$ cat src/hw/rtl/lphm_pkg.sv
// lphm_pkg: table size, hash constant, operation and status codes, item type
// shared by the hash map front end, queue and probe engine
// no dependencies
package lphm_pkg;

   // table geometry, slot count must be a power of two
   localparam int TABLE_SLOTS = 256;
   localparam int SLOT_BITS   = $clog2(TABLE_SLOTS);

   // multiplicative hash constant
   localparam logic [31:0] HASH_MULT = 32'h9e37_79b9;

   // depth of the queue between front end and probe engine
   localparam int QUEUE_DEPTH = 2;
   localparam int QPTR_BITS   = $clog2(QUEUE_DEPTH);
   localparam int QCNT_BITS   = $clog2(QUEUE_DEPTH + 1);

   // operation codes
   localparam logic FUNC_LOOKUP = 1'b0;
   localparam logic FUNC_INSERT = 1'b1;

   // result status codes
   localparam logic [1:0] STATUS_OK   = 2'd0;
   localparam logic [1:0] STATUS_MISS = 2'd1;
   localparam logic [1:0] STATUS_FULL = 2'd2;

   // classified item handed from front end to probe engine
   typedef struct packed {
      logic                 func;
      logic [31:0]          key;
      logic [31:0]          value;
      logic [SLOT_BITS-1:0] home;
   } lphm_item_type;

endpackage

$ cat src/hw/rtl/lphm_if.sv
// lphm_req_if and lphm_rsp_if: valid/ready channels for requests and results
// no dependencies
interface lphm_req_if;
   logic               valid;
   logic               ready;
   logic               func;
   logic signed [31:0] key;
   logic [31:0]        value;

   modport source (output valid, output func, output key, output value, input ready);
   modport sink   (input valid, input func, input key, input value, output ready);
endinterface


$ cat src/hw/rtl/lphm_front.sv
// lphm_front: accepts request items, computes the home slot, holds one item
// depends on lphm_pkg and lphm_req_if
module lphm_front
   import lphm_pkg::*;
(
   input  logic          clock,
   input  logic          reset,
   lphm_req_if.sink      req,
   output logic          item_valid,
   input  logic          item_ready,
   output lphm_item_type item
);

   logic          valid_ff, valid_in;
   lphm_item_type item_ff, item_in;
   logic [31:0]   prod;
   logic          take;

   // multiplicative hash, low bits give the home slot
   assign prod = $unsigned(req.key) * HASH_MULT;

   // stage accepts when empty or draining into the queue
   assign req.ready = !valid_ff || item_ready;
   assign take      = req.valid && req.ready;

   always_comb begin
      valid_in = valid_ff;
      item_in  = item_ff;
      if (valid_ff && item_ready) begin
         valid_in = 1'b0;
      end
      if (take) begin
         valid_in      = 1'b1;
         item_in.func  = req.func;
         item_in.key   = $unsigned(req.key);
         item_in.value = req.value;
         item_in.home  = prod[SLOT_BITS-1:0];
      end
   end

   always_ff @(posedge clock) begin
      if (reset) begin
         valid_ff <= 1'b0;
      end else begin
         valid_ff <= valid_in;
      end
   end

   always_ff @(posedge clock) begin
      item_ff <= item_in;
   end

   assign item_valid = valid_ff;
   assign item       = item_ff;

endmodule

$ cat src/flat_wrapper.sv
// flat-port wrapper written by rule: the top's interface ports become plain ports
module lphm_front_flat import lphm_pkg::*;
  (clock, reset, item_valid, item_ready, item, req_valid, req_func, req_key, req_value, req_ready);
  lphm_req_if req_i ();
  input  logic clock;
  input  logic reset;
  output logic item_valid;
  input  logic item_ready;
  output lphm_item_type item;
  input wire logic [$bits(req_i.valid)-1:0] req_valid;
  input wire logic [$bits(req_i.func)-1:0] req_func;
  input wire logic [$bits(req_i.key)-1:0] req_key;
  input wire logic [$bits(req_i.value)-1:0] req_value;
  output wire logic [$bits(req_i.ready)-1:0] req_ready;
  assign req_i.valid = req_valid;
  assign req_i.func = req_func;
  assign req_i.key = req_key;
  assign req_i.value = req_value;
  assign req_ready = req_i.ready;
  lphm_front u_core (.clock(clock), .reset(reset), .req(req_i), .item_valid(item_valid), .item_ready(item_ready), .item(item));
endmodule
$ cat config.mk
export PLATFORM = sky130hd
export DESIGN_NAME = lphm_front_flat
export DESIGN_NICKNAME = d
export VERILOG_FILES = /design/src/hw/rtl/lphm_pkg.sv /design/src/hw/rtl/lphm_if.sv /design/src/hw/rtl/lphm_front.sv /design/src/flat_wrapper.sv
export SDC_FILE = /design/constraint.sdc
export NUM_CORES = 1
export LEC_CHECK = 0
export BUFFER_PORTS_ARGS = -buffer_cell sky130_fd_sc_hd__buf_4
export CAP_MARGIN = 10
export CORE_MARGIN = 1.5
export CORE_UTILIZATION = 46
export CTS_CLUSTER_SIZE = 25
export DETAILED_ROUTE_END_ITERATION = 10
export GPL_TIMING_DRIVEN = 0
export PLACE_DENSITY = 0.83
export SYNTH_ARGS = -nofsm -noshare
export SYNTH_HDL_FRONTEND = slang
export SYNTH_SLANG_ARGS = --single-unit
$ cat constraint.sdc
create_clock -name clock -period 7.7 [get_ports clock]
set_input_delay 1.155 -clock clock [delete_from_list [all_inputs] [get_ports clock]]
set_output_delay 1.155 -clock clock [all_outputs]
set_load 0.03 [all_outputs]
### Word level (Yosys, flattened, before mapping)

Cells that the tools add are included.

| storage, ports and cells | value |
|---|---|
| register bits after elaboration | 74 |
| latch bits | 0 |
| memory bits (writable) | 0 |
| memory bits (read-only) | 0 |
| input port bits | 69 |
| output and inout bits | 75 |
| memories | 0 |

| operators by class | value |
|---|---|
| $add $sub $neg | 0 |
| multiply operators | 1 |
| divide/modulo/power cells | 0 |
| magnitude comparators | 0 |
| eq/ne operators | 0 |
| shifts and indexed selects | 0 |
| mux-type cells | 2 |
| bitwise operators | 0 |
| reduce and logical (&&, ||, !) cells | 5 |

Operator list:

| kind | number |
|---|---|
| $mul 32x32->8 const B | 1 |
| $logic_and 1x1->1 | 2 |
| $mux 1 | 2 |
| $reduce_bool 2->1 | 1 |
| $logic_not 1->1 | 1 |
| $logic_or 1x1->1 | 1 |

### Logic depth before layout (Yosys ltp)

| logic depth | value |
|---|---|
| depth in word-level cells | 4 |
| gate-level depth with buffers | 10 |
| mapped depth without buffers | 10 |

### Worst setup path before layout

No wires, ideal clock.

| timing path | value |
|---|---|
| kind | input -> register |
| from | input port req_key[2] |
| to | register u_core.item_ff (netlist bit u_core.item[7]), data pin |
| library setup time | 0.268 ns |
| arrival | 3.935 ns |
| setup slack | 3.498 ns |
| stages | 10 |
| path buffers | 0 |
| cells stage by stage | ha_1 -> ha_1 -> inv_1 -> fa_1 -> fa_1 -> inv_1 -> fa_1 -> xnor2_1 -> xnor2_1 -> xnor3_1 |

| between the ends | value |
|---|---|
| word-level cells in the longest chain between the ends | 1 |

RTL lines:

| what | RTL line | RTL |
|---|---|---|
| start, declared | flat_wrapper.sv:12 | `input wire logic [$bits(req_i.key)-1:0] req_key;` |
| $mul 32x32->8 | lphm_front.sv:20 | `assign prod = $unsigned(req.key) * HASH_MULT;` |
| via u_core.prod[7] | lphm_front.sv:16 | `logic [31:0] prod;` |
| end signal, assigned | lphm_front.sv:50 | `item_ff <= item_in;` |
| end, declared | lphm_front.sv:15 | `lphm_item_type item_ff, item_in;` |

The timed path passes the listed nets, and every way through them passes these cells.
A chain may end at the register's enable or synchronous reset.

### Final worst setup path

Same ends and word-level chain as after synthesis.

==> metrics.cfg <==
[yosys]
synthFlopType = edfxtp_1
ys_top_cells_by_count = edfxtp_1, ha_1, inv_1, xnor2_1
postSynth.asyncResetShare_pct = 0
seq_area_frac_synth_pct = 84.8
synth_top_area_cell = edfxtp_1
yosys-top-cells-area = edfxtp_1, ha_1, xnor2_1, fa_1, inv_1
syn_area_um2 = 2500
avgSynthCellArea_um2 = 23.0
ys_warn_count = 0
ys_ff_latch = 71
yosysUniqueCellTypes = 12
syn_nets = 194
synth_top_area_share_pct = 84.0
synth_most_common_cell = edfxtp_1
syn_inst = 109
synth-edff-count = 70

[setup_path]
cp_max_fo = 4
path_buf_inv = 3
critPathArrivalTime_ns = 4.28
cp_common_cell = fa_1
cp_top_family = adder cells
path_class = primary input to flop
path_cells = buf_4 -> ha_1 -> ha_1 -> inv_1 -> fa_1 -> fa_1 -> inv_1 -> fa_1 -> xnor2_1 -> xnor2_1 -> xnor3_1
cp_slowest_cell = fa_1
required_ns = 7.77
cp_slowest_stage_delay_ns = 0.56
endpoint_kind = flop
critPathLaunchType = primary input

[power]
p_int_uw = 686
peakVddDrop_v = 0.000161
sw_frac_of_total_pct = 25.7
p_comb_share_pct = 19.5
seqPwrFrac_pct = 50.7
p_clk_share_pct = 29.9
power-per-cell-area_nw_per_um2 = 240
power_switching_uw = 238
p_leak_nw = 1.68
p_total_uw = 924

[floorplan]
initial_core_util_pct = 48.4
die-area_um2 = 5890
num_io_pins = 144
die_width_um = 76.8
fp.dieH_um = 76.8
num_rows = 26
core_area_um2 = 5170

[final_layout]
layout-drive-gt1-share_pct = 60.1
antenna_cells = 0
final_nets = 348
fillers = 341
syn2layout_area_growth_pct = 54.0

[clock_tree]
cts.sinks = 71
hold_buffers = 0
cts_buffers = 9
cts-resized-gates = 0
postCtsSetupBuffers = 0
cts_tree = built
clk_latency_ns = 0.33
clk_pin_slew_ns = 0.07
htree_levels = 3
cts_buffer_depth = 2
cts_root_buffer = clkbuf_8

[timing]
fmax_mhz = 238
setup_viol = 0
fin_tns_setup_ns = 0
rsz0062_at_grt = false
finClkSkew_ns = 0.00348
hold_viol = 0
tightestPinTransition_ns = 0.901
min_period_ns = 4.20
slew_headroom_pct = 39.9
setup_slack_ns = 3.50
slew_violations = 0
fin_crit_sh_pct = 54.6

[global_routing]
grt_pass1_vias = 1556
grt_overflow = 0
grt_max_degree = 71
grt_pass1_wl_um = 8250
grt_antenna_before_repair = 0
gr-usage-all-layers_pct = 19.1

[route]
via_per_inst = 4.61
drt-initial-drc-count = 148
wl_per_cell_um = 16.4
routed_wl_um = 5540
routed-via-count = 1557
postRouteAntennaNets = 0
drt_first_pass_iters = 4
drc_errors = 0

[flow_run]
maxCapViolations = 0

[status]
status = finished clean

[placement]
place_congestion = 0.716
place_hpwl_um = 4240
place_ws_ns = 3.15
portBuffers = 143

[hold_path]
worstHoldPathType = flop to flop

==> stage by stage <==
step | std cells | util [%] | hold WS, ns | instance area, um^2
floorplan | 109 | - | 0.860 | 2500
global placement | 322 | 70.9 | 0.511 | 3660
detailed placement | 322 | 70.9 | 0.542 | 3670
CTS | 338 | 74.5 | 0.552 | 3850
global route | 338 | 74.5 | 0.597 | 3850
finish | 338 | 74.5 | 0.541 | 3850
==> final cells by class <==
| cell class | instances | area (um^2) | share of cell area (%) |
|---|---|---|---|
| clock inverter | 7 | 63.8 | 1.66 |
| inverter | 7 | 26.3 | 0.682 |
| timing repair buffer | 143 | 1070 | 27.8 |
| clock buffer | 9 | 124 | 3.21 |
| sequential | 71 | 2120 | 55.0 |
| buffer | 3 | 22.5 | 0.584 |
| multi-input combinational | 28 | 335 | 8.70 |
| tap | 70 | 87.6 | 2.27 |
==> worst paths after layout <==
path	from	to	cells past startpoint	slack, ns
worst max-delay path	req_key[2]	u_core.item[7]	11	3.50
worst min-delay path	u_core.item_valid	u_core.item_valid	2	0.54
worst max register to register	u_core.item_valid	u_core.item[45]	2	6.11
worst min register to register	u_core.item_valid	u_core.item_valid	2	0.54
==> routing by layer <==
layer | GRT usage (%) | up-vias | wire [um]
li1 | - | 714 | -
met1 | 22.7 | 739 | 2080
met2 | 33.5 | 98 | 2930
met3 | 4.88 | 6 | 471
met4 | 7.22 | 0 | 52
met5 | 0 | - | 0
==> layout by cell type, fill, tap and decap left out <==
cell type / synthesis / routed
xnor2_1: 7 / 7
nand2b_1: 1 / 1
and2_4: 0 / 1
xor2_1: 1 / 1
xnor3_1: 1 / 1
clkinv_4: 0 / 1
fa_1: 3 / 3
a21oi_1: 1 / 1
buf_4: 3 / 146
clkbuf_8: 0 / 9
inv_1: 7 / 7
bufinv_16: 0 / 1
clkinv_2: 0 / 2
clkinvlp_4: 0 / 1
clkinv_1: 0 / 2
ha_1: 13 / 13
edfxtp_1: 70 / 70
dfxtp_1: 1 / 1
==> power by group through the flow <==
stage	clock network, mW	logic (mW)	registers, mW
2_1_floorplan	0	0.0455	0.532
3_3_place_gp	0	0.177	0.477
3_5_place_dp	0	0.181	0.477
4_1_cts	0.285	0.182	0.469
5_1_grt	0.301	0.192	0.471
6_report	0.276	0.180	0.468
==> kinds of logic after synthesis <==
group	after synthesis	share of synthesized area [%]
fa+ha+maj	16	8.90
flops	71	84.8
buf+inv	10	1.95
xor+xnor	9	3.70
compound gates	1	0.200
simple gates	2	0.500
==> worst register-to-register path, stage by stage (launching register included) <==
cell      delay, ns
dfxtp_1        0.32
nand2b_1       0.11
and2_4         0.75
==> flip-flops by register name (all words and copies together) (netlist names) <==
name / flops
u_core.item: 70
u_core.item_valid: 1
No activity file was read; power rests on OpenSTA's default activity.
