--- src/hw/rtl/lphm_pkg.sv ---
// lphm_pkg: table size, hash constant, operation and status codes, item type
// shared by the hash map front end, queue and probe engine
// no dependencies
package lphm_pkg;

   // table geometry, slot count must be a power of two
   localparam int TABLE_SLOTS = 256;
   localparam int SLOT_BITS   = $clog2(TABLE_SLOTS);

   // multiplicative hash constant
   localparam logic [31:0] HASH_MULT = 32'h9e37_79b9;

   // depth of the queue between front end and probe engine
   localparam int QUEUE_DEPTH = 2;
   localparam int QPTR_BITS   = $clog2(QUEUE_DEPTH);
   localparam int QCNT_BITS   = $clog2(QUEUE_DEPTH + 1);

   // operation codes
   localparam logic FUNC_LOOKUP = 1'b0;
   localparam logic FUNC_INSERT = 1'b1;

   // result status codes
   localparam logic [1:0] STATUS_OK   = 2'd0;
   localparam logic [1:0] STATUS_MISS = 2'd1;
   localparam logic [1:0] STATUS_FULL = 2'd2;

   // classified item handed from front end to probe engine
   typedef struct packed {
      logic                 func;
      logic [31:0]          key;
      logic [31:0]          value;
      logic [SLOT_BITS-1:0] home;
   } lphm_item_type;

endpackage

--- src/hw/rtl/lphm_queue.sv ---
// lphm_queue: short fifo of classified items between front end and probe engine
// depends on lphm_pkg
module lphm_queue
   import lphm_pkg::*;
(
   input  logic          clock,
   input  logic          reset,
   input  logic          in_valid,
   output logic          in_ready,
   input  lphm_item_type in_item,
   output logic          out_valid,
   input  logic          out_ready,
   output lphm_item_type out_item
);

   lphm_item_type        entry_ff [QUEUE_DEPTH];
   logic [QPTR_BITS-1:0] wr_ptr_ff, wr_ptr_in;
   logic [QPTR_BITS-1:0] rd_ptr_ff, rd_ptr_in;
   logic [QCNT_BITS-1:0] count_ff, count_in;
   logic                 push, pop;

   assign in_ready  = count_ff != QCNT_BITS'(QUEUE_DEPTH);
   assign out_valid = count_ff != '0;
   assign push      = in_valid && in_ready;
   assign pop       = out_valid && out_ready;
   assign out_item  = entry_ff[rd_ptr_ff];

   // pointer and count update with wraparound
   always_comb begin
      wr_ptr_in = wr_ptr_ff;
      rd_ptr_in = rd_ptr_ff;
      count_in  = count_ff;
      if (push) begin
         wr_ptr_in = (wr_ptr_ff == QPTR_BITS'(QUEUE_DEPTH - 1)) ? '0 : wr_ptr_ff + 1'b1;
      end
      if (pop) begin
         rd_ptr_in = (rd_ptr_ff == QPTR_BITS'(QUEUE_DEPTH - 1)) ? '0 : rd_ptr_ff + 1'b1;
      end
      if (push && !pop) begin
         count_in = count_ff + 1'b1;
      end else if (pop && !push) begin
         count_in = count_ff - 1'b1;
      end
   end

   always_ff @(posedge clock) begin
      if (reset) begin
         wr_ptr_ff <= '0;
         rd_ptr_ff <= '0;
         count_ff  <= '0;
      end else begin
         wr_ptr_ff <= wr_ptr_in;
         rd_ptr_ff <= rd_ptr_in;
         count_ff  <= count_in;
      end
   end

   // entry storage
   always_ff @(posedge clock) begin
      if (push) begin
         entry_ff[wr_ptr_ff] <= in_item;
      end
   end

endmodule

--- config.mk ---
export PLATFORM = sky130hd
export DESIGN_NAME = lphm_queue
export DESIGN_NICKNAME = d
export VERILOG_FILES = /design/src/hw/rtl/lphm_pkg.sv /design/src/hw/rtl/lphm_queue.sv
export SDC_FILE = /design/constraint.sdc
export NUM_CORES = 1
export LEC_CHECK = 0
export BUFFER_PORTS_ARGS = -buffer_cell sky130_fd_sc_hd__buf_4
export CELL_PAD_IN_SITES_DETAIL_PLACEMENT = 1
export CELL_PAD_IN_SITES_GLOBAL_PLACEMENT = 1
export CORE_MARGIN = 3
export CORE_UTILIZATION = 44
export CTS_CLUSTER_SIZE = 24
export DETAILED_ROUTE_END_ITERATION = 10
export PLACE_DENSITY = 0.88
export SLEW_MARGIN = 40
export SYNTH_ARGS = -nofsm -noshare
export SYNTH_HDL_FRONTEND = slang
export SYNTH_SLANG_ARGS = --single-unit
--- constraint.sdc ---
create_clock -name clock -period 3.2 [get_ports clock]
set_input_delay 0.64 -clock clock [delete_from_list [all_inputs] [get_ports clock]]
set_output_delay 0.64 -clock clock [all_outputs]
set_load 0.03 [all_outputs]
### Yosys cells after proc, flatten, opt, wreduce, memory -nomap -nowiden

Memories as Yosys holds them, arrays and structs flattened. A register that Yosys moved wholly into a read port is not among the register bits.
Cells that the tools add are included.
W data, S select, Z words.

| storage, ports and cells | value |
|---|---|
| register bits | 4 |
| memories kept | 1 |
| input bits | 77 |
| memory bits (writable) | 146 |

Memories:

| memory | depth | bits a word | read ports | clocked after memory_dff | wr ports | line | text |
|---|---|---|---|---|---|---|---|
| entry_ff | 2 | 73 | 1 | 1 | 1 | lphm_queue.sv:16 | `lphm_item_type entry_ff [QUEUE_DEPTH];` |

| operators by class | value |
|---|---|
| equal/unequal tests | 1 |
| mux-type cells | 8 |
| $add $sub $neg | 4 |
| reductions and logical operators | 8 |

Operators by type and width:

| cell | count |
|---|---|
| $mux W1 | 6 |
| $logic_and A1 B1 Y1 | 4 |
| $mux W2 | 2 |
| $reduce_bool A2 Y1 | 2 |
| $add A1 B1 Y1 const B | 2 |
| $add A2 B1 Y2 const B | 1 |
| $logic_not A1 Y1 | 2 |
| $ne A2 B2 Y1 const B | 1 |
| $sub A2 B1 Y2 const B | 1 |

### Logic depth before layout (Yosys ltp)

Gate-level depths: netlist of the first run.

| depth | value |
|---|---|
| depth in word-level cells | 6 |
| gate-level depth with buffers | 6 |
| mapped depth without buffers | 6 |

### Least setup slack after synthesis of the first run

No wires, ideal clock.

| path | value |
|---|---|
| path kind | flip-flop to flip-flop |
| from | register count_ff[0] |
| to | memory entry_ff[1][0] (netlist bit), enable pin |
| setup slack | 0.191 ns |
| required time | 2.760 ns |
| period minus slack after synthesis | 3.009 ns |
| library setup time | 0.440 ns |
| buffers on the path | 0 |
| stages on the path, launching flop included | 3 |
| arrival | 2.570 ns |
| path through | dfxtp_1 > nand2b_1 > and3_1 |

| on the way | value |
|---|---|
| word-level cells in the longest chain between the ends | 4 |

RTL lines:

| what | line | text |
|---|---|---|
| start: declaration | lphm_queue.sv:19 | `logic [QCNT_BITS-1:0] count_ff, count_in;` |
| start signal: assignment | lphm_queue.sv:54 | `count_ff <= count_in;` |
| $ne A2 B2 Y1 | lphm_queue.sv:22 | `assign in_ready = count_ff != QCNT_BITS'(QUEUE_DEPTH);` |
| named net in_ready | lphm_queue.sv:9 | `output logic in_ready,` |
| $logic_and A1 B1 Y1 | lphm_queue.sv:24 | `assign push = in_valid && in_ready;` |
| $mux W1 | lphm_queue.sv:60 | `if (push) begin` |
| $mux W1 (not written as such) | lphm_queue.sv:61 | `entry_ff[wr_ptr_ff] <= in_item;` |
| end: declaration | lphm_queue.sv:16 |  |

The timed path passes the listed nets, and every way through them passes these cells.

==> results of run 1 <==
## layer usage
metal / part of all wire / up-vias / global-route usage
li1: - / 1322 / -
met1: 0.39 / 1393 / 0.182
met2: 0.52 / 102 / 0.284
met3: 0.063 / 19 / 0.0577
met4: 0.021 / 0 / 0.0813
met5: 0 / - / 0
## cell usage after synthesis
library cell,instances
a21bo_2,1
a21oi_1,2
and2_1,1
and3_1,1
buf_2,1
buf_4,7
dfxtp_1,5
edfxtp_1,146
ha_1,1
inv_1,1
mux2_2,73
nand2b_1,1
nand3b_1,1
nor2_1,3
o21ai_0,2
or2_2,1
or3_1,1
xor2_1,3
## worst max-delay path, delay by kind of cell, from the launching register on
family	cells	cell delay [ns]
DFF	1	0.62
muxes	1	0.38
buffers and inverters	2	0.47
## area by class of cell
| cell class | instances | area, µm² |
|---|---|---|
| clock inverter | 14 | 159 |
| fill | 1109 | 4670 |
| multi-input combinational | 91 | 946 |
| timing repair buffer | 155 | 1200 |
| tap | 168 | 210 |
| sequential | 151 | 4490 |
| inverter | 1 | 5.00 |
| clock buffer | 18 | 429 |
## logic make-up after synthesis
logic type | share of synthesized area
mux | 0.150
fa+ha+maj | 0.00228
xor+xnor | 0.00479
buf+inv | 0.0112
flops | 0.817
compound gates | 0.00547
simple gates | 0.00913
## stage by stage
step	hold slack [ns]	total power [mW]	worst slack, ns	instances	area, µm²
2_1_floorplan	0.471	3.87	0.191	251	5490
3_3_place_gp	0.486	4.53	1.08	566	6850
3_5_place_dp	0.492	4.58	1.06	566	6850
4_1_cts	0.378	6.56	0.596	598	7440
5_1_grt	0.381	6.75	0.534	598	7440
6_report	0.406	6.47	0.644	598	7440
## state kept, by name, summed over array words and instances, names as in the netlist, named ones only
name       flops
count_ff       2
rd_ptr_ff      1
wr_ptr_ff      1
entry_ff     146
## path summary, 6_finish.rpt
path,startpoint,depth (start not counted),to
setup / recovery,flip-flop,3,out_item[9]
hold / removal,in_item[38],1,entry_ff[1][38]
setup reg to reg,count_ff[0],3,entry_ff[1][70]
hold reg to reg,rd_ptr_ff,2,flip-flop
## power groups by stage
stage	Clock, mW	Combinational (mW)	Sequential (mW)
floorplan	0	1.31	2.57
global placement	0	1.91	2.62
detailed placement	0	1.94	2.64
CTS	2.02	1.95	2.60
global route	2.10	2.03	2.62
finish	1.96	1.92	2.59
## cells in the final DEF (no fill, tap or decap)
cell	n
dfxtp_1	4
dfxtp_4	1
clkbuf_16	17
nand2b_1	1
buf_12	3
o21ai_0	2
a21bo_2	1
or3_1	1
xor2_1	3
mux2_2	73
clkinvlp_4	2
buf_4	152
clkinv_2	5
clkinv_1	2
clkbuf_1	1
clkinv_4	3
ha_1	1
bufinv_16	3
nor2_1	3
and2_1	1
edfxtp_1	146
and3_4	1
a21oi_1	2
or2_2	1
nand3b_1	1
==> run summary, run 1 <==
### Run status
• status: finished clean

### Finish
• area added between synthesis and finish: 35.6%
• final net count: 495
• proportion of layout cells with a drive suffix above 1: 0.609
• antenna diode count: 0
• core utilization of the finished layout: 0.614

### Clock tree
• CTS tree: done
• clock slew at reported path FFs: 0.06 ns
• hold-fix buffers at CTS: 0
• TritonCTS buffer count: 17
• clock insertion delay at the later pin of the skew report: 0.42 ns
• post_cts resized: 0
• count of H-tree levels built during CTS: 4
• maximum buffer depth of the clock tree: 2
• post-CTS setup-driven buffer insertion count: 0
• cell at the root of the clock tree: clkbuf_16
• clock tree sinks: 151

### Drt
• number of detailed-routing iterations run before antenna repair: 4
• DRC violations left: 0
• wire length reported by the detailed router: 10.9 mm
• number of vias after detailed routing: 2,836
• per-cell routed wire length: 18.2 µm
• vias per inst: 4.74
• residual antenna-violating net count after detailed routing: 0
• initial detailed-routing violation count: 103

### Placed design
• routability congestion estimate: 0.712
• HPWL after detailed placement: 7.50 mm
• number of input and output port buffers inserted: 151

### Power and ir drop
• leakage power: 2.77 nW
• power per cell area: 870 mW/mm²
• Power Internal: 4.49 mW
• Switching Fraction: 0.305
• Switching Power: 1.98 mW
• power share of the sequential group: 0.401
• combinational fraction of design power: 0.296
• power share of the clock group: 0.303
• peak supply drop: 521 µV

### Timing
• Final min period: 2.56 ns
• final number of hold-violating endpoints: 0
• final worst-path cycle share: 0.799
• sum of negative setup slack: 0 ns
• number of failing setup endpoints in the final timing report: 0
• count of final max-slew check failures: 0
• pin slew with the least headroom to its limit: 0.521 ns
• setup repair after global routing missed its margin: false
• fmax: 391 MHz
• final worst clock skew: 0.00619 ns
• worst max-slew margin expressed relative to the limit: 0.653

### Synthesis
• YS warnings: 0
• Yosys reg bits: 151
• mapped cell area: 0.00549 mm²
• ranking of synthesized cells by area: edfxtp_1 (80%), mux2_2 (15%), dfxtp_1 (1.8%), buf_4 (0.96%), xor2_1 (0.48%)
• syn nets: 329
• area share of the largest cell type after synthesis: 0.799
• count of distinct cell types in the synthesized netlist: 18
• portion of the post-synthesis area used by sequential elements: 0.817
• average instance area after synthesis: 21.9 µm²
• cell taking the most area after synthesis: edfxtp_1
• gate count of the mapped netlist: 251

### Critical path
• Crit path largest cell delay: 0.62 ns
• cell-by-cell trace of the critical path: buf_12 -> mux2_2 -> buf_4
• Worst path slowest cell: dfxtp_4
• Critical Path AT: 1.92 ns
• Required @ worst endpoint: 2.56 ns
• worst reg-to-reg setup slack: 1.33 ns
• sort of element at the end of the critical path: output port
• path type of the worst setup path: reg2out
• critical path launch point type: flip-flop
• CP Max Fanout: 43

### Worst hold path
• Hold Crit Class: in2reg

### Floorplanning
• effective utilization at floorplan: 0.453
• die width: 118 µm
• core area: 0.0121 mm²
• number of core rows: 40
• top-level port count: 152
• DIE HEIGHT: 118 µm
• die outline area: 0.0138 mm²

### Flow run
• Maximum Capacitance Violations: 0

### GRT
• first-pass GRT wire length: 17.2 mm
• maximum number of pins on one net before global-route repair: 44
• GR Overflow Total: 0
• antenna violations before repair: 0
• number of global-route vias before repair: 3,198
• Global Route Usage Sum: 0.165

Power figures use the tool's default switching activity.
==> inputs of run 2 (changes only) <==
- ABC_AREA: unset -> 1
- CORE_UTILIZATION: 44 -> 40
- PLACE_DENSITY: 0.88 -> 0.83
- clock period: 3.2 -> 2.1 ns (I/O delays scaled with it)
==> run summary, run 2 <==
### Run status
• status: finished clean

### Finish
• proportion of layout cells with a drive suffix above 1: 0.588, -0.0209
• final net count: 512, +3.4%
• max FFs per register: 146, unchanged
• largest registers ranked by flip-flop count: entry_ff: 146 flops, count_ff: 2 flops
• area added between synthesis and finish: 33.3%
• Reg area: 0.00449 mm², about the same
• Most flops, register: entry_ff
• commonest cells after routing, fill and taps aside: buf_4 (153), edfxtp_1 (146), mux2_4 (70), clkbuf_16 (17)
• antenna diode count: 0, unchanged
• layout filler cell count: 1,313, +18%
• core utilization of the finished layout: 0.554, -0.0599
• Design Area, Final: 0.00781 mm², +5.0%
• multi-input combinational cell area: 0.00122 mm², +29%
• most frequent standard cell in the layout excluding fill and tap cells: buf_4
• Layout Cells excl Fill: 627, +4.8%

### Critical path
• Required @ worst endpoint: 1.68 ns, -0.88 ns
• r2r startpoint: count_ff[0]
• path type of the worst setup path: reg2out
• worst reg-to-reg setup slack: 0.63 ns, -0.70 ns
• sort of element at the end of the critical path: output port
• CP Capture Point: out_item[69]
• CP Max Fanout: 16, -63%
• critical path launch point type: flip-flop
• worst-case reg-to-reg path depth: 5, +2
• end of the worst register-to-register path: entry_ff[0][66]
• Critical Path AT: 1.67 ns, -0.25 ns

### Placed design
• number of input and output port buffers inserted: 151, unchanged
• routability congestion estimate: 0.705, -1.0%
• placed instance area: 0.00720 mm², +5.1%
• HPWL after detailed placement: 7.49 mm, -0.15%
• # placed instances: 593, +4.8%

### Synthesis
• number of flops mapped to enable cells by yosys: 146, unchanged
• mapped cell area: 0.00586 mm², +6.8%
• Yosys reg bits: 151, unchanged
• area share of the largest cell type after synthesis: 0.748, -0.0508
• gate count of the mapped netlist: 264, +5.2%
• average instance area after synthesis: 22.2 µm², +1.5%
• cell taking the most area after synthesis: edfxtp_1
• most frequent cell after synthesis: edfxtp_1
• count of distinct cell types in the synthesized netlist: 14, -4
• YS warnings: 0, unchanged
• most frequent cells after synthesis: edfxtp_1 (146), mux2_4 (70), nand2_1 (9)
• proportion of register bits with asynchronous set or reset after synthesis: 0, unchanged
• syn nets: 342, +4.0%
• portion of the post-synthesis area used by sequential elements: 0.765, -0.0520
• leading register cell type out of synthesis: edfxtp_1
• ranking of synthesized cells by area: edfxtp_1 (75%), mux2_4 (18%), buf_12 (2.4%), dfxtp_1 (1.7%), nand2_1 (0.58%)

### Floorplanning
• effective utilization at floorplan: 0.416, -0.0373
• core area: 0.0141 mm², +16%
• die width: 127 µm, +8.0%
• DIE HEIGHT: 127 µm, +8.0%
• number of core rows: 43, +7.5%
• die outline area: 0.0161 mm², +17%
• top-level port count: 152, unchanged

### Drt
• wire length reported by the detailed router: 11.3 mm, +4.1%
• DRC violations left: 0, unchanged
• per-cell routed wire length: 18.1 µm, -0.74%
• number of vias after detailed routing: 2,921, +3.0%
• residual antenna-violating net count after detailed routing: 0, unchanged
• number of detailed-routing iterations run before antenna repair: 4, unchanged
• vias per inst: 4.66, -1.8%
• initial detailed-routing violation count: 162, +57%

### Clock tree
• clock slew at reported path FFs: 0.06 ns, about the same
• clock tree sinks: 151, unchanged
• CTS tree: done
• clock insertion delay at the later pin of the skew report: 0.40 ns, -0.02 ns
• count of H-tree levels built during CTS: 4, unchanged
• maximum buffer depth of the clock tree: 2, unchanged
• hold-fix buffers at CTS: 0, unchanged
• cell at the root of the clock tree: clkbuf_16
• TritonCTS buffer count: 17, unchanged

### Timing
• final worst clock skew: 0.00619 ns, -0.00000680 ns
• final number of hold-violating endpoints: 0, unchanged
• count of final max-slew check failures: 0, unchanged
• setup repair after global routing missed its margin: true
• pin slew with the least headroom to its limit: 0.476 ns, -0.0449 ns
• Hold Slack: 0.198 ns, -0.208 ns
• fmax: 479 MHz
• worst max-slew margin expressed relative to the limit: 0.683, +0.0299
• Final min period: 2.09 ns
• number of failing setup endpoints in the final timing report: 0, unchanged
• final worst-path cycle share: 0.994

### GRT
• GR Overflow Total: 0, unchanged
• number of global-route vias before repair: 3,264, +2.1%
• maximum number of pins on one net before global-route repair: 74, +68%
• Global Route Usage Sum: 0.145, -0.0201
• antenna violations before repair: 0, unchanged
• first-pass GRT wire length: 17.5 mm, +1.9%

### Flow run
• Maximum Capacitance Violations: 0, unchanged

### Power and ir drop
• peak supply drop: 553 µV, +6.1%
• power per cell area: 1290 mW/mm², +48%
• Pwr Total: 10.1 mW, +56%
• leakage power: 3.08 nW, +11%

### Worst hold path
• Hold Crit Class: in2reg

==> run 2: kinds of logic after synthesis <==
kind of cell	count (synthesis)	synth area share
buf+inv	16	0.0310
fa+ha+maj	1	0.00214
flops	151	0.765
mux	73	0.185
simple gates	19	0.0130
compound gates	4	0.00342
==> run 2: area by class of cell <==
type | count | area share
Clock buffer | 20 | 0.0559
Clock inverter | 12 | 0.0171
Timing Repair Buffer | 159 | 0.163
Multi-Input combinational cell | 97 | 0.157
Inverter | 8 | 0.00384
Tap cell | 180 | 0.0288
Sequential cell | 151 | 0.575
==> run 2: per-stage QoR <==
| stage | TNS [ns] | setup slack, ns |
|---|---|---|
| final | 0 | 0.0121 |
| after global routing | -1.10 | -0.0521 |
| after CTS | -0.148 | -0.0145 |
| after detailed placement | 0 | 0.388 |
| after global placement | 0 | 0.416 |
| after floorplan | 0 | 0.00672 |
==> run 2: power by group <==
part           total (mW)  switching (mW)  internal [mW]
Sequential           3.96           0.141           3.82
Combinational        3.20            1.78           1.42
Clock                2.91            1.07           1.84
==> run 2: worst min-delay path by stage <==
stage,start,end,slack (ns),depth (start not counted)
floorplan,rd_ptr_ff,flip-flop,0.46,2
global placement,rd_ptr_ff,rd_ptr_ff,0.49,2
detailed placement,wr_ptr_ff,wr_ptr_ff,0.54,2
CTS,in_item[52],entry_ff[0][52],0.17,1
global route,in_item[52],entry_ff[1][52],0.17,1
finish,in_item[52],entry_ff[1][52],0.20,1
==> run 2: per-layer routing <==
metal	GRT usage	part of all wire	vias up
met2	0.261	0.55	98
met3	0.0468	0.060	15
met4	0.0536	0.014	0
met5	0	0	-
li1	-	-	1364
met1	0.160	0.37	1444
==> run 2: worst max-delay path: stages (launching register included) <==
cell and delay, ns:
dfxtp_4 0.43, bufbuf_16 0.34, mux2_4 0.31, buf_4 0.17
==> run 2: timing repair <==
item                                    CTS  global route
gates resized for setup                   1             0
endpoints found under the setup margin   55            41
gates cloned                              1             0
buffers inserted                          1             0
==> inputs of run 3 (changes only) <==
- CORE_ASPECT_RATIO: unset -> 0.6
==> run summary, run 3 (synthesis results as in run 2) <==
### Run status
• status: finished clean

### Drt
• uppermost layer routed: met4
• number of vias after detailed routing: 2,953, +1.1%
• routed length on met3: 974 µm, +44%
• vias per inst: 4.64, -0.34%
• met2 wire len: 5.76 mm, -8.2%
• DRC violations left: 0, unchanged
• initial detailed-routing violation count: 182, +12%
• Post-Route M1 WL: 5.13 mm, +22%
• number of detailed-routing iterations run before antenna repair: 4, unchanged
• per-cell routed wire length: 18.8 µm, +4.1%
• residual antenna-violating net count after detailed routing: 0, unchanged
• wire length reported by the detailed router: 12.0 mm, +5.6%

### Critical path
• path type of the worst setup path: reg2out
• worst reg-to-reg setup slack: 0.60 ns, -0.03 ns
• Critical Path AT: 1.62 ns, -0.05 ns
• critical path launch point type: flip-flop
• Worst path slowest cell: dfxtp_4
• r2r startpoint: count_ff[0]
• family with the most delay on the worst path: buffers and inverters
• Crit path largest cell delay: 0.38 ns, -0.05 ns
• WP buf/inv: 2, unchanged
• cell-by-cell trace of the critical path: buf_16 -> mux2_2 -> buf_4
• end of the worst register-to-register path: entry_ff[0][8]
• Required @ worst endpoint: 1.68 ns, about the same
• CP Max Fanout: 36, +20
• worst-case reg-to-reg path depth: 5, unchanged
• sort of element at the end of the critical path: output port

### Floorplanning
• DIE HEIGHT: 99.8 µm, -21%
• number of core rows: 33, -23%
• top-level port count: 152, unchanged
• core area: 0.0140 mm², -0.70%
• effective utilization at floorplan: 0.419, +0.00294
• die width: 162 µm, +28%
• die outline area: 0.0162 mm², +0.30%

### Placed design
• number of input and output port buffers inserted: 151, unchanged
• placed instance area: 0.00721 mm², +0.21%
• routability congestion estimate: 0.734, +4.1%
• HPWL after detailed placement: 8.26 mm, +10%
• Setup WS pre-CTS: 0.479 ns, +0.0909 ns

### Clock tree
• count of H-tree levels built during CTS: 4, unchanged
• hold-fix buffers at CTS: 0, unchanged
• clock insertion delay at the later pin of the skew report: 0.41 ns, about the same
• clock slew at reported path FFs: 0.06 ns, about the same
• post_cts resized: 0, -1
• clock tree sinks: 151, unchanged
• maximum buffer depth of the clock tree: 2, unchanged
• cell at the root of the clock tree: clkbuf_16
• post-CTS setup-driven buffer insertion count: 0, -1
• CTS tree: done
• TritonCTS buffer count: 17, unchanged

### Finish
• final net count: 510, -0.39%
• Most flops, register: entry_ff
• max FFs per register: 146, unchanged
• largest registers ranked by flip-flop count: entry_ff: 146 flops, count_ff: 2 flops
• Design Area, Final: 0.00782 mm², about the same
• proportion of layout cells with a drive suffix above 1: 0.601, +0.0130
• antenna diode count: 0, unchanged
• commonest cells after routing, fill and taps aside: buf_4 (153), edfxtp_1 (146), mux2_4 (70), clkbuf_16 (17)
• area added between synthesis and finish: 33.5%, about the same
• most frequent standard cell in the layout excluding fill and tap cells: buf_4

### Timing
• number of failing setup endpoints in the final timing report: 0, unchanged
• Final min period: 2.04 ns, -0.0527 ns
• setup repair after global routing missed its margin: false
• pin slew with the least headroom to its limit: 0.474 ns, -0.00196 ns
• count of final max-slew check failures: 0, unchanged
• worst max-slew margin expressed relative to the limit: 0.684, +0.00131
• final number of hold-violating endpoints: 0, unchanged
• minimum setup slack in the final design: 0.0648 ns, +0.0527 ns
• final worst-path cycle share: 0.969, -0.0251
• final worst clock skew: 0.0133 ns, +0.00714 ns
• fmax: 491 MHz, +2.6%
• sum of negative setup slack: 0 ns, unchanged

### Worst hold path
• beginning of the worst hold path: in_item[60]
• Hold Crit Class: in2reg
• hold path endpoint: entry_ff[0][60]
• number of cells traversed by the worst hold path: 1, unchanged

### GRT
• antenna violations before repair: 0, unchanged
• number of global-route vias before repair: 3,303, +1.2%
• Global Route Usage Sum: 0.150, +0.00564
• maximum number of pins on one net before global-route repair: 41, -45%
• first-pass GRT wire length: 18.1 mm, +3.5%
• GR Overflow Total: 0, unchanged

### Power and ir drop
• leakage power: 3.07 nW, -0.38%
• peak supply drop: 561 µV, +1.4%
• power per cell area: 1310 mW/mm², +1.4%

### Flow run
• Maximum Capacitance Violations: 0, unchanged

## run 3: layer usage
layer  vias to the layer above  global-route usage
met5                         -                   0
met4                         0              0.0452
met3                         9              0.0628
met2                       120               0.245
met1                      1460               0.185
li1                       1364                   -
## run 3: worst max-delay path by stage
stage                 from        endpoint  depth (start not counted)
3_5_place_dp     flip-flop    out_item[53]                          3
4_1_cts          flip-flop    out_item[53]                          3
2_1_floorplan  count_ff[0]  entry_ff[0][0]                          4
6_report         flip-flop    out_item[52]                          3
5_1_grt          flip-flop    out_item[53]                          3
3_3_place_gp     flip-flop    out_item[52]                          3
## run 3: worst register-to-register path, stage by stage, from the launching register on
cell	delay, ns
dfxtp_2	0.34
inv_2	0.06
nand2_4	0.08
nand2_4	0.08
nor2_4	0.14
buf_4	0.43
## run 3: power breakdown
group / switching (mW) / leakage (nW) / internal [mW] / total [mW]
combinational: 1.81 / 1.39 / 1.38 / 3.19
clock: 1.21 / 0.281 / 1.88 / 3.09
sequential: 0.132 / 1.40 / 3.81 / 3.95
## run 3: final cells by class
type,count,area (µm²)
Timing Repair Buffer,157,1240
Clock buffer,18,429
Inverter,8,30.0
Clock inverter,13,171
Sequential cell,151,4490
Tap cell,192,240
Multi-Input combinational cell,97,1220
Fill cell,1274,6180
## run 3: through the flow
stage / util / total power, mW / hold WS [ns] / cells
6_report: 0.559 / 10.2 / 0.193 / 636
5_1_grt: 0.559 / 10.6 / 0.171 / 636
4_1_cts: 0.558 / 10.4 / 0.173 / 636
3_5_place_dp: 0.515 / 7.23 / 0.505 / 605
3_3_place_gp: 0.515 / 7.12 / 0.482 / 605
2_1_floorplan: - / 6.25 / 0.465 / 264
